**src/design/page_replacement_fifo_lru_top_macros.svh**
```systemverilog
// Assertion macros shared by the page replacement unit.
`ifndef PAGE_REPLACEMENT_FIFO_LRU_TOP_MACROS_SVH
`define PAGE_REPLACEMENT_FIFO_LRU_TOP_MACROS_SVH

`ifndef NO_ASSERTIONS
// Antecedent implies consequent in the same cycle.
`define PRF_ASSERT_SAME(lbl, ante, cons, msg) \
    lbl: assert property (@(posedge clk) disable iff (!rst_n) (ante) |-> (cons)) \
        else $error(msg);
// Antecedent implies consequent in the following cycle.
`define PRF_ASSERT_NEXT(lbl, ante, cons, msg) \
    lbl: assert property (@(posedge clk) disable iff (!rst_n) (ante) |=> (cons)) \
        else $error(msg);
`else
`define PRF_ASSERT_SAME(lbl, ante, cons, msg)
`define PRF_ASSERT_NEXT(lbl, ante, cons, msg)
`endif

`endif

```
**src/design/prf_pkg.sv**
```systemverilog
// Shared types and constants for the page replacement unit.
package prf_pkg;

    localparam int MAX_FRAMES_DEF = 16;
    localparam int PAGE_BITS_DEF  = 8;

    localparam int FAULT_W   = 16;
    localparam int FIU_W     = 5;
    localparam int CFG_IDX_W = 1;
    localparam int CFG_DATA_W = FIU_W;

    localparam logic [FIU_W-1:0] FIU_RESET = 5'd16;

    // Configuration register indexes.
    localparam logic [CFG_IDX_W-1:0] CFG_POLICY = 1'b0;
    localparam logic [CFG_IDX_W-1:0] CFG_FRAMES = 1'b1;

    // Replacement policy codes.
    localparam logic POLICY_FIFO = 1'b0;
    localparam logic POLICY_LRU  = 1'b1;

    typedef struct packed {
        logic load;
        logic exec;
    } prf_cmd_t;

    typedef struct packed {
        logic out_free;
    } prf_status_t;

endpackage

```
**src/design/prf_ctrl.sv**
```systemverilog
// Sequencing controller: accepts a reference, then runs one lookup and update step.
module prf_ctrl import prf_pkg::*;
(
    input  logic        clk,
    input  logic        rst_n,
    input  logic        in_valid,
    input  prf_status_t status,
    output logic        in_stall,
    output prf_cmd_t    cmd
);

    localparam logic ST_IDLE = 1'b0;
    localparam logic ST_EXEC = 1'b1;

    logic state_reg;
    logic state_next;

    always_comb
    begin
        state_next = state_reg;
        cmd.load   = 1'b0;
        cmd.exec   = 1'b0;
        case (state_reg)
            ST_IDLE:
            begin
                if (in_valid)
                begin
                    cmd.load   = 1'b1;
                    state_next = ST_EXEC;
                end
            end
            ST_EXEC:
            begin
                // The step waits until the output register can take its result.
                if (status.out_free)
                begin
                    cmd.exec   = 1'b1;
                    state_next = ST_IDLE;
                end
            end
            default:
            begin
                state_next = ST_IDLE;
            end
        endcase
    end

    assign in_stall = (state_reg != ST_IDLE);

    always_ff @(posedge clk or negedge rst_n)
    begin
        if (!rst_n)
        begin
            state_reg <= ST_IDLE;
        end
        else
        begin
            state_reg <= state_next;
        end
    end

endmodule

```
**src/design/prf_dp.sv**
```systemverilog
// Datapath: frame tags, valid bits, recency ranks, counters and the result register.
module prf_dp import prf_pkg::*;
#(
    parameter int MAX_FRAMES = MAX_FRAMES_DEF,
    parameter int PAGE_BITS  = PAGE_BITS_DEF,
    parameter int SLOT_W     = (MAX_FRAMES > 1) ? $clog2(MAX_FRAMES) : 1
)
(
    input  logic                  clk,
    input  logic                  rst_n,
    input  logic                  cfg_write,
    input  logic [CFG_IDX_W-1:0]  cfg_index,
    input  logic [CFG_DATA_W-1:0] cfg_data,
    input  logic [PAGE_BITS-1:0]  page_number,
    input  logic                  restart,
    input  prf_cmd_t              cmd,
    output prf_status_t           status,
    input  logic                  out_stall,
    output logic                  out_valid,
    output logic                  hit,
    output logic [SLOT_W-1:0]     slot,
    output logic                  evicted_valid,
    output logic [PAGE_BITS-1:0]  evicted_page,
    output logic [FAULT_W-1:0]    fault_count
);

    localparam int LIM_W  = $clog2(MAX_FRAMES + 1);
    localparam int RANK_W = SLOT_W;

    // Configuration.
    logic             policy_reg;
    logic [FIU_W-1:0] fiu_reg;

    // Frame state.
    logic [PAGE_BITS-1:0]  page_reg;
    logic [MAX_FRAMES-1:0] valid_reg, valid_next;
    logic [PAGE_BITS-1:0]  frame_page_reg [MAX_FRAMES];
    logic [RANK_W-1:0]     rank_reg [MAX_FRAMES];
    logic [RANK_W-1:0]     rank_upd [MAX_FRAMES];
    logic [SLOT_W-1:0]     ptr_reg, ptr_next;
    logic [LIM_W-1:0]      filled_reg, filled_next;
    logic [FAULT_W-1:0]    fault_reg, fault_next, fault_upd;

    // Result register.
    logic                 out_valid_reg, out_valid_next;
    logic                 hit_reg;
    logic [SLOT_W-1:0]    slot_reg;
    logic                 ev_valid_reg;
    logic [PAGE_BITS-1:0] ev_page_reg;
    logic [FAULT_W-1:0]   fault_out_reg;

    // Step logic.
    logic [LIM_W-1:0]  limit;
    logic [LIM_W-1:0]  filled_m1;
    logic              hit_found;
    logic [SLOT_W-1:0] hit_slot;
    logic              lru_found;
    logic [SLOT_W-1:0] lru_slot;
    logic [LIM_W-1:0]  ptr_ext, ptr_eff, ptr_inc, ptr_wrap;
    logic              fill;
    logic              replace;
    logic [SLOT_W-1:0] slot_c;
    logic [RANK_W-1:0] old_rank;

    // A frame count of zero acts as one; a count above the frame set is clamped.
    always_comb
    begin
        if (fiu_reg == '0)
        begin
            limit = LIM_W'(1);
        end
        else if (int'(fiu_reg) > MAX_FRAMES)
        begin
            limit = LIM_W'(MAX_FRAMES);
        end
        else
        begin
            limit = LIM_W'(fiu_reg);
        end
    end

    assign filled_m1 = filled_reg - LIM_W'(1);

    // Tag match and least recent frame search across all frames at once.
    always_comb
    begin
        hit_found = 1'b0;
        hit_slot  = '0;
        lru_found = 1'b0;
        lru_slot  = '0;
        for (int i = 0; i < MAX_FRAMES; i++)
        begin
            if (!hit_found && valid_reg[i] && (frame_page_reg[i] == page_reg))
            begin
                hit_found = 1'b1;
                hit_slot  = SLOT_W'(i);
            end
            // Ranks of the filled frames are a permutation, so the oldest is unique.
            if (!lru_found && valid_reg[i] && (LIM_W'(rank_reg[i]) == filled_m1))
            begin
                lru_found = 1'b1;
                lru_slot  = SLOT_W'(i);
            end
        end
    end

    // Round-robin pointer wraps to frame zero when it is not below the fill count.
    assign ptr_ext  = LIM_W'(ptr_reg);
    assign ptr_eff  = (ptr_ext >= filled_reg) ? '0 : ptr_ext;
    assign ptr_inc  = ptr_eff + LIM_W'(1);
    assign ptr_wrap = (ptr_inc >= filled_reg) ? '0 : ptr_inc;

    assign fill    = !hit_found && (filled_reg < limit);
    assign replace = !hit_found && !fill;

    always_comb
    begin
        if (hit_found)
        begin
            slot_c = hit_slot;
        end
        else if (fill)
        begin
            slot_c = filled_reg[SLOT_W-1:0];
        end
        else if (policy_reg == POLICY_LRU)
        begin
            slot_c = lru_slot;
        end
        else
        begin
            slot_c = ptr_eff[SLOT_W-1:0];
        end
    end

    assign old_rank = rank_reg[slot_c];

    // The touched frame becomes most recent; frames that were more recent age by one.
    // A newly filled frame ages every other resident frame.
    always_comb
    begin
        for (int i = 0; i < MAX_FRAMES; i++)
        begin
            rank_upd[i] = rank_reg[i];
            if (SLOT_W'(i) == slot_c)
            begin
                rank_upd[i] = '0;
            end
            else if (valid_reg[i] && (fill || (rank_reg[i] < old_rank)))
            begin
                rank_upd[i] = rank_reg[i] + RANK_W'(1);
            end
        end
    end

    assign fault_upd = hit_found ? fault_reg :
                       ((fault_reg == '1) ? fault_reg : fault_reg + FAULT_W'(1));

    always_comb
    begin
        valid_next  = valid_reg;
        ptr_next    = ptr_reg;
        filled_next = filled_reg;
        fault_next  = fault_reg;
        if (cmd.load && restart)
        begin
            valid_next  = '0;
            ptr_next    = '0;
            filled_next = '0;
            fault_next  = '0;
        end
        else if (cmd.exec)
        begin
            fault_next = fault_upd;
            if (fill)
            begin
                valid_next[slot_c] = 1'b1;
                filled_next        = filled_reg + LIM_W'(1);
            end
            if (replace && (policy_reg == POLICY_FIFO))
            begin
                ptr_next = ptr_wrap[SLOT_W-1:0];
            end
        end
    end

    assign out_valid_next = cmd.exec || (out_valid_reg && out_stall);

    always_ff @(posedge clk or negedge rst_n)
    begin
        if (!rst_n)
        begin
            policy_reg    <= POLICY_FIFO;
            fiu_reg       <= FIU_RESET;
            valid_reg     <= '0;
            ptr_reg       <= '0;
            filled_reg    <= '0;
            fault_reg     <= '0;
            out_valid_reg <= 1'b0;
        end
        else
        begin
            if (cfg_write)
            begin
                case (cfg_index)
                    CFG_POLICY: policy_reg <= cfg_data[0];
                    CFG_FRAMES: fiu_reg    <= cfg_data;
                    default:    fiu_reg    <= fiu_reg;
                endcase
            end
            valid_reg     <= valid_next;
            ptr_reg       <= ptr_next;
            filled_reg    <= filled_next;
            fault_reg     <= fault_next;
            out_valid_reg <= out_valid_next;
        end
    end

    always_ff @(posedge clk)
    begin
        if (cmd.load)
        begin
            page_reg <= page_number;
        end
        if (cmd.exec)
        begin
            if (!hit_found)
            begin
                frame_page_reg[slot_c] <= page_reg;
            end
            for (int i = 0; i < MAX_FRAMES; i++)
            begin
                rank_reg[i] <= rank_upd[i];
            end
            hit_reg       <= hit_found;
            slot_reg      <= slot_c;
            ev_valid_reg  <= replace;
            ev_page_reg   <= replace ? frame_page_reg[slot_c] : '0;
            fault_out_reg <= fault_upd;
        end
    end

    assign status.out_free = !out_valid_reg || !out_stall;

    assign out_valid     = out_valid_reg;
    assign hit           = hit_reg;
    assign slot          = slot_reg;
    assign evicted_valid = ev_valid_reg;
    assign evicted_page  = ev_page_reg;
    assign fault_count   = fault_out_reg;

endmodule

```
**src/design/page_replacement_fifo_lru_top.sv**
```systemverilog
// Page replacement unit with first in first out and least recently used policies.
// Input channel: in_valid / in_stall carry page_number and restart. A transfer
// happens when in_valid is high and in_stall is low. A set restart clears all
// frames, the round-robin pointer, the fill count and the fault count
// before that reference is looked up; the two configuration registers are kept.
// Output channel: out_valid / out_stall carry hit, slot, evicted_valid,
// evicted_page and fault_count, one result for each reference.
// A reference is handled as the transfer edge, then one step that
// compares the page against every frame tag, picks the victim, updates the
// ranks and loads the result register. No new reference is taken until that
// step has run, and the step waits while a stalled result fills the register.
// This order is set by the controller's two-state sequence around the step.
// The result register parts the two channels: the next reference is taken
// while a result waits, and its step holds until the receiver drops out_stall.
// Configuration is a plain write port (cfg_write, cfg_index, cfg_data); index
// 0 is the policy and index 1 the frame count. Write it only while idle.
// Reset clears all frames, sets the policy to first in first out and the frame
// count to sixteen; there is no clearing pass.
`include "page_replacement_fifo_lru_top_macros.svh"

module page_replacement_fifo_lru_top import prf_pkg::*;
#(
    parameter int MAX_FRAMES = MAX_FRAMES_DEF,
    parameter int PAGE_BITS  = PAGE_BITS_DEF,
    parameter int SLOT_W     = (MAX_FRAMES > 1) ? $clog2(MAX_FRAMES) : 1
)
(
    input  logic                  clk,
    input  logic                  rst_n,
    input  logic                  cfg_write,
    input  logic [CFG_IDX_W-1:0]  cfg_index,
    input  logic [CFG_DATA_W-1:0] cfg_data,
    input  logic                  in_valid,
    output logic                  in_stall,
    input  logic [PAGE_BITS-1:0]  page_number,
    input  logic                  restart,
    output logic                  out_valid,
    input  logic                  out_stall,
    output logic                  hit,
    output logic [SLOT_W-1:0]     slot,
    output logic                  evicted_valid,
    output logic [PAGE_BITS-1:0]  evicted_page,
    output logic [FAULT_W-1:0]    fault_count
);

    prf_cmd_t    cmd;
    prf_status_t status;

    prf_ctrl u_ctrl
    (
        .clk      (clk),
        .rst_n    (rst_n),
        .in_valid (in_valid),
        .status   (status),
        .in_stall (in_stall),
        .cmd      (cmd)
    );

    prf_dp
    #(
        .MAX_FRAMES (MAX_FRAMES),
        .PAGE_BITS  (PAGE_BITS),
        .SLOT_W     (SLOT_W)
    )
    u_dp
    (
        .clk           (clk),
        .rst_n         (rst_n),
        .cfg_write     (cfg_write),
        .cfg_index     (cfg_index),
        .cfg_data      (cfg_data),
        .page_number   (page_number),
        .restart       (restart),
        .cmd           (cmd),
        .status        (status),
        .out_stall     (out_stall),
        .out_valid     (out_valid),
        .hit           (hit),
        .slot          (slot),
        .evicted_valid (evicted_valid),
        .evicted_page  (evicted_page),
        .fault_count   (fault_count)
    );

    // A transfer in always leaves the block busy for its step.
    `PRF_ASSERT_NEXT(a_busy_after_load, in_valid && !in_stall, in_stall, "no step after load")
    // Every step delivers a result into the output register.
    `PRF_ASSERT_NEXT(a_exec_fills_out, cmd.exec, out_valid, "step lost its result")
    // A step never overwrites a result that is still stalled.
    `PRF_ASSERT_SAME(a_no_overwrite, cmd.exec, !out_valid || !out_stall, "result overwritten")
    // A taken result is gone unless a new step replaced it.
    `PRF_ASSERT_NEXT(a_no_repeat, out_valid && !out_stall && !cmd.exec, !out_valid,
                     "result repeated")

endmodule
```
**config.mk**
```make
export PLATFORM = sky130hd
export DESIGN_NAME = page_replacement_fifo_lru_top
export DESIGN_NICKNAME = d
export VERILOG_FILES = /design/src/design/prf_pkg.sv /design/src/design/prf_ctrl.sv /design/src/design/prf_dp.sv /design/src/design/page_replacement_fifo_lru_top.sv
export VERILOG_INCLUDE_DIRS = /design/src /design/src/design
export SDC_FILE = /design/constraint.sdc
export NUM_CORES = 1
export LEC_CHECK = 0
export ABC_AREA = 1
export BUFFER_PORTS_ARGS = -buffer_cell sky130_fd_sc_hd__buf_4
export CORE_ASPECT_RATIO = 0.8
export CORE_MARGIN = 8
export CORE_UTILIZATION = 50
export CTS_BUF_LIST = sky130_fd_sc_hd__clkbuf_16
export CTS_CLUSTER_SIZE = 24
export DETAILED_ROUTE_END_ITERATION = 10
export GPL_TIMING_DRIVEN = 1
export PLACE_DENSITY_LB_ADDON = 0.15
export SYNTH_ARGS = -nofsm -noshare
export SYNTH_HDL_FRONTEND = slang
export SYNTH_SLANG_ARGS = --single-unit
```
**constraint.sdc**
```tcl
create_clock -name clk -period 4.8 [get_ports clk]
set_input_delay 0.24 -clock clk [delete_from_list [all_inputs] [get_ports clk]]
set_output_delay 0.24 -clock clk [all_outputs]
set_load 0.005 [all_outputs]
```
== After elaboration in Yosys (flattened, before gate mapping) ==
Memory sizes are Yosys's and may differ from the RTL's. A register that Yosys moved wholly into a read port is not among the register bits.
Index checks and enable logic that the tools add are counted.

* Register bits after elaboration: 79
* Bits in writable memories: 192
* Memories: 2
* Logic and storage cells: 381

* Reduce and logical (&&, ||, !) cells: 146
* Eq/ne operators: 48
* Muxes and demuxes: 126
* Bitwise logic cells: 4
* Add/subtract/negate cells: 20
* $lt $le $gt $ge: 22

{| class="wikitable"
|+ Memories
! memory !! words !! width !! rd ports !! clocked after memory_dff !! write ports !! RTL line !! text
|-
| u_dp.frame_page_reg || 16 || 8 || 17 || 1 || 1 || prf_dp.sv:37 || <nowiki>logic [PAGE_BITS-1:0] frame_page_reg [MAX_FRAMES];</nowiki>
|-
| u_dp.rank_reg || 16 || 4 || 17 || 0 || 16 || prf_dp.sv:38 || <nowiki>logic [RANK_W-1:0] rank_reg [MAX_FRAMES];</nowiki>
|}

{| class="wikitable"
|+ Operator list
! cell !! count
|-
| $mux 4 || 56
|-
| $eq 8x8->1 || 16
|-
| $mux 16 || 7
|-
| $logic_and 1x1->1 || 84
|-
| $eq 4x5->1 || 16
|-
| $add 4x1->4 const B || 16
|-
| $lt 4x4->1 || 16
|-
| $mux 1 || 44
|-
| $logic_not 1->1 || 35
|-
| $eq 4x4->1 const A || 8
|-
| $mux 5 || 5
|-
| $mux 3 || 8
|-
| $logic_or 1x1->1 || 18
|-
| $add 16x1->16 const B || 1
|-
| $eq 16x16->1 const B || 1
|-
| $eq 3x4->1 const A || 4
|-
| $or 16x16->16 || 1
|-
| $eq 2x4->1 const A || 2
|-
| $mux 2 || 4
|-
| $reduce_and 2->1 || 4
|-
| $reduce_bool 2->1 || 3
|-
| $add 4x1->5 const B || 1
|-
| $add 5x1->5 const B || 1
|-
| $ge 4x5->1 || 1
|-
| other kinds (12) || 14
|}

== Logic depth before layout (Yosys ltp) ==
An unclocked memory read counts as a cell.

* Depth in word-level cells: 76
* Gate-level depth with buffers: 39

== Modules after synthesis ==
Synthesis repeated with hierarchy kept, for this count alone.

* Cell total of the unflattened synthesis: 1963
* Area, all modules: 17101.4 sq um

{| class="wikitable"
|+ Modules (own cells, without submodules)
! module !! seq. area each (sq um) !! area each (sq um) !! cells each !! times used
|-
| prf_dp || 8109.0 || 17041.3 || 1954 || 1
|-
| prf_ctrl || 25.0 || 60.1 || 9 || 1
|}

== Worst setup path after synthesis ==
OpenSTA, ideal clock, no wires.

* Path type: reg-to-reg
* Start point: reg u_dp.filled_reg[0] (netlist name)
* End point: mem u_dp.rank_reg[6][0] in the netlist's numbering, enable pin
* Cell stages (with the launch flop): 30
* Data required time: 4461 ps
* Data arrival time: 5021 ps
* Path buffers: 6
* Setup time: 339 ps
* Setup slack: -560 ps
* Path through: dfrtp_1 inv_2 buf_1 ha_1 buf_2 buf_2 buf_2 nand2_1 o2111a_1 inv_1 nor3_1 inv_1 nor2_1 nor2_1 nand2_1 o21bai_4 buf_6 inv_2 nor2_4 inv_2 clkbuf_1 o22ai_1 o21ai_0 nand4_1 ha_1 a21oi_1 nand2_1 nand2_1 nand2_1 a21oi_1

{| class="wikitable"
|+ RTL lines
! element !! RTL line
|-
| end, declared || prf_dp.sv:38
|}

==> flow_summary.json <==
{
  "dieArea_um2": 40500,
  "dp_hpwl_um": 40000,
  "slowest_stage": "edfxtp_1",
  "via_count": 14917,
  "nFillCells": 2782,
  "antenna_found_initial": 0,
  "status": "complete, but fails checks",
  "drt-initial-drc-count": 1968,
  "synth_edf_count": 230,
  "die_x_um": 223,
  "start_kind": "flip-flop",
  "initial_core_util_pct": 50.8,
  "synth_area_leader_cell": "edfxtp_1",
  "firstDrtPassIters": 6,
  "violations": "setup timing",
  "grt_pass1_vias": 13874,
  "p_sw_w": 0.00763,
  "synth_flop_cell": "edfxtp_1",
  "synth.avg_cell_area_um2": 8.98,
  "yosysUniqueCellTypes": 63,
  "peakVddDrop_v": 0.000536,
  "required_ns": 5.07,
  "max_slew_margin_pct": 31.8,
  "grt.overflow.total": 0,
  "post-route-cell-area_um2": 21400,
  "root_buffer": "clkbuf_16",
  "internal_power_w": 0.00888,
  "die_h_um": 182,
  "clk_path_buf_depth": 3,
  "maxCapViolCount": 0,
  "crit_type": "flip-flop to flip-flop",
  "tightest_slew_ns": 1.02,
  "seq_power_share_pct": 23.4,
  "crit_top_cell": "nor2_4",
  "power_density_nw_per_um2": 770,
  "synth_top_family_by_area": "simple AND/OR/NAND/NOR gates",
  "fin_cells": 2587,
  "synthAdderAreaFrac_pct": 5.92,
  "grtUsageTotal_pct": 26.2,
  "crit_fanout": 8,
  "max_stage_delay_ns": 0.48,
  "numCtsBuffers": 30,
  "core_area_um2": 33700,
  "fin_setup_tns_ns": -0.0950,
  "period_needed_ns": 4.83,
  "wl_per_cell_um": 21.4,
  "ys_seq_area_share_pct": 47.5,
  "cts.sink_count": 279,
  "fin_crit_sh_pct": 101,
  "rows": 60,
  "syn_nets": 2009,
  "power_leakage_nw": 8.84,
  "synth_compound_area_share_pct": 11.7,
  "place_inst": 2465,
  "nets": 2230,
  "path_clk_slew_ns": 0.07,
  "synth-seq-cells": 279,
  "critPathCaptureType": "flip-flop",
  "pwr-share-comb_pct": 62.0,
  "finClkSkew_ns": 0.0159,
  "largest_reg_flops": 128,
  "wl_um": 55400,
  "yosysWarnings": 0,
  "synthMostInstantiatedCell": "nand2_1",
  "pin_count": 52,
  "synthMuxAreaShare_pct": 0.197,
  "ant_nets": 0,
  "slew_violations": 0,
  "arrival_ns": 5.09,
  "gp_congestion": 0.957,
  "yosys-top-cells-count": "395 x nand2_1, 230 x edfxtp_1, 226 x inv_1",
  "fmax_ghz": 0.207,
  "synth_top_area_share_pct": 40.3,
  "tritoncts": "done",
  "via_per_inst": 5.77,
  "async_reset_ff_share_pct": 17.6,
  "n_antenna_cell": 0,
  "grt_max_degree": 50,
  "startpoint": "u_dp.page_reg[5]",
  "drive_above_1_share_pct": 23.0,
  "hold_viol": 0,
  "grt_setup_unrepaired": "true",
  "grt_pass1_wl_um": 82800,
  "setup_viol": 4,
  "synth_area_leaders": "edfxtp_1 40%, nand2_1 8.7%, dfrtp_1 7.0%",
  "drc": 0,
  "power.share.clock_pct": 14.6,
  "fin_ws_ns": -0.0252,
  "placed_area_um2": 18900,
  "swShare_pct": 46.2,
  "synth-simple-area-share_pct": 20.7,
  "netlist_area_um2": 17100,
  "min_path_type": "primary input to flip-flop",
  "multi_input_area_um2": 8540,
  "register_area_um2": 8140,
  "syn_inst": 1908,
  "r2r_start": "u_dp.page_reg[5]",
  "syn_to_final_growth_pct": 25.1,
  "synthXorXnorAreaFrac_pct": 6.08,
  "min_from": "cfg_index",
  "port_buffers": 51,
  "clk_latency_ns": 0.58,
  "cts_max_level": 1
}
==> layout make-up <==
class | instances | area share (%)
clock buffers | 31 | 3.62
clock inverters | 25 | 1.13
inverters | 248 | 4.59
multi-input cells | 1319 | 39.9
flip-flops and latches | 279 | 38.0
well taps | 434 | 2.53
repair buffers | 251 | 10.3
==> stage by stage <==
step	hold slack (ns)	power (W)	setup WS [ns]	util [%]
3_3_place_gp	0.375	0.0119	-0.0192	56.0
2_1_floorplan	-0.0556	0.00904	-0.0622	-
5_1_grt	0.101	0.0175	-0.233	63.6
3_5_place_dp	0.378	0.0120	-0.146	56.0
6_report	0.0787	0.0165	-0.0252	63.6
4_1_cts	0.0602	0.0147	0.000135	60.1
==> worst max-delay path: cells and delay by family (launching register included) <==
| family | cells | cell delay (ns) |
|---|---|---|
| AO/OA/AOI/OAI | 4 | 0.58 |
| adder cells (fa/ha/maj) | 1 | 0.25 |
| buffers and inverters | 9 | 1.06 |
| flip-flops | 1 | 0.48 |
| AND/OR/NAND/NOR | 19 | 2.11 |
==> path summary, 6_finish.rpt <==
path	to	slack, ns	cells past startpoint
setup / recovery	u_dp.rank_reg[6][0]	-0.03	33
hold / removal	u_dp.fiu_reg[4]	0.08	3
setup reg to reg	u_dp.rank_reg[6][0]	-0.03	33
hold reg to reg	u_dp.out_valid	0.51	2
max in group asynchronous	u_dp.filled_reg[2]	3.92	2
min in group asynchronous	u_dp.fiu_reg[0]	0.32	2
==> what timing repair did <==
item	CTS	global route
hold buffers	18	0
hold endpoints to repair	64	0
gates cloned	0	3
pin swaps	5	83
buffers inserted	2	43
gates resized for setup	27	157
endpoints found under the setup margin	64	72
==> power by group through the flow <==
stage | clock, W | combinational (W) | sequential (W)
2_1_floorplan | 0 | 0.00530 | 0.00374
3_3_place_gp | 0 | 0.00803 | 0.00384
3_5_place_dp | 0 | 0.00819 | 0.00385
4_1_cts | 0.00245 | 0.00843 | 0.00381
5_1_grt | 0.00253 | 0.0111 | 0.00390
6_report | 0.00241 | 0.0102 | 0.00386
==> logic make-up after synthesis <==
family	after synthesis
compound gates	320
mux	3
simple gates	796
flops	279
fa+ha+maj	81
buf+inv	310
xor+xnor	119
==> layer usage <==
metal / wire length (um) / share of wire, % / vias up / GRT usage [%]
met1: 25000 / 45 / 7157 / 38.6
met5: 0 / 0 / - / 0
met2: 23100 / 42 / 716 / 37.9
met3: 5630 / 10 / 103 / 6.12
li1: - / - / 6941 / -
met4: 1680 / 3.0 / 0 / 7.50
==> layout by cell type, fill, tap and decap left out, drive strengths merged, types with 7 or more instances in the layout <==
master / synthesis / routed
nand2: 409 / 409
inv: 247 / 251
buf: 44 / 231
edfxtp: 230 / 230
nor2: 215 / 215
o21ai: 101 / 101
nand3: 100 / 100
ha: 81 / 81
xor2: 76 / 76
a21oi: 72 / 72
o22ai: 64 / 64
dfrtp: 48 / 48
xnor2: 43 / 43
clkbuf: 17 / 33
nor3: 29 / 29
nand4: 26 / 26
a22oi: 21 / 21
dlygate4sd3: 0 / 18
clkinv: 1 / 16
o211ai: 14 / 14
a41oi: 9 / 9
o221ai: 8 / 8
nor4: 8 / 8
o21a: 7 / 7
Note: power is estimated with default switching activity, not from simulation.
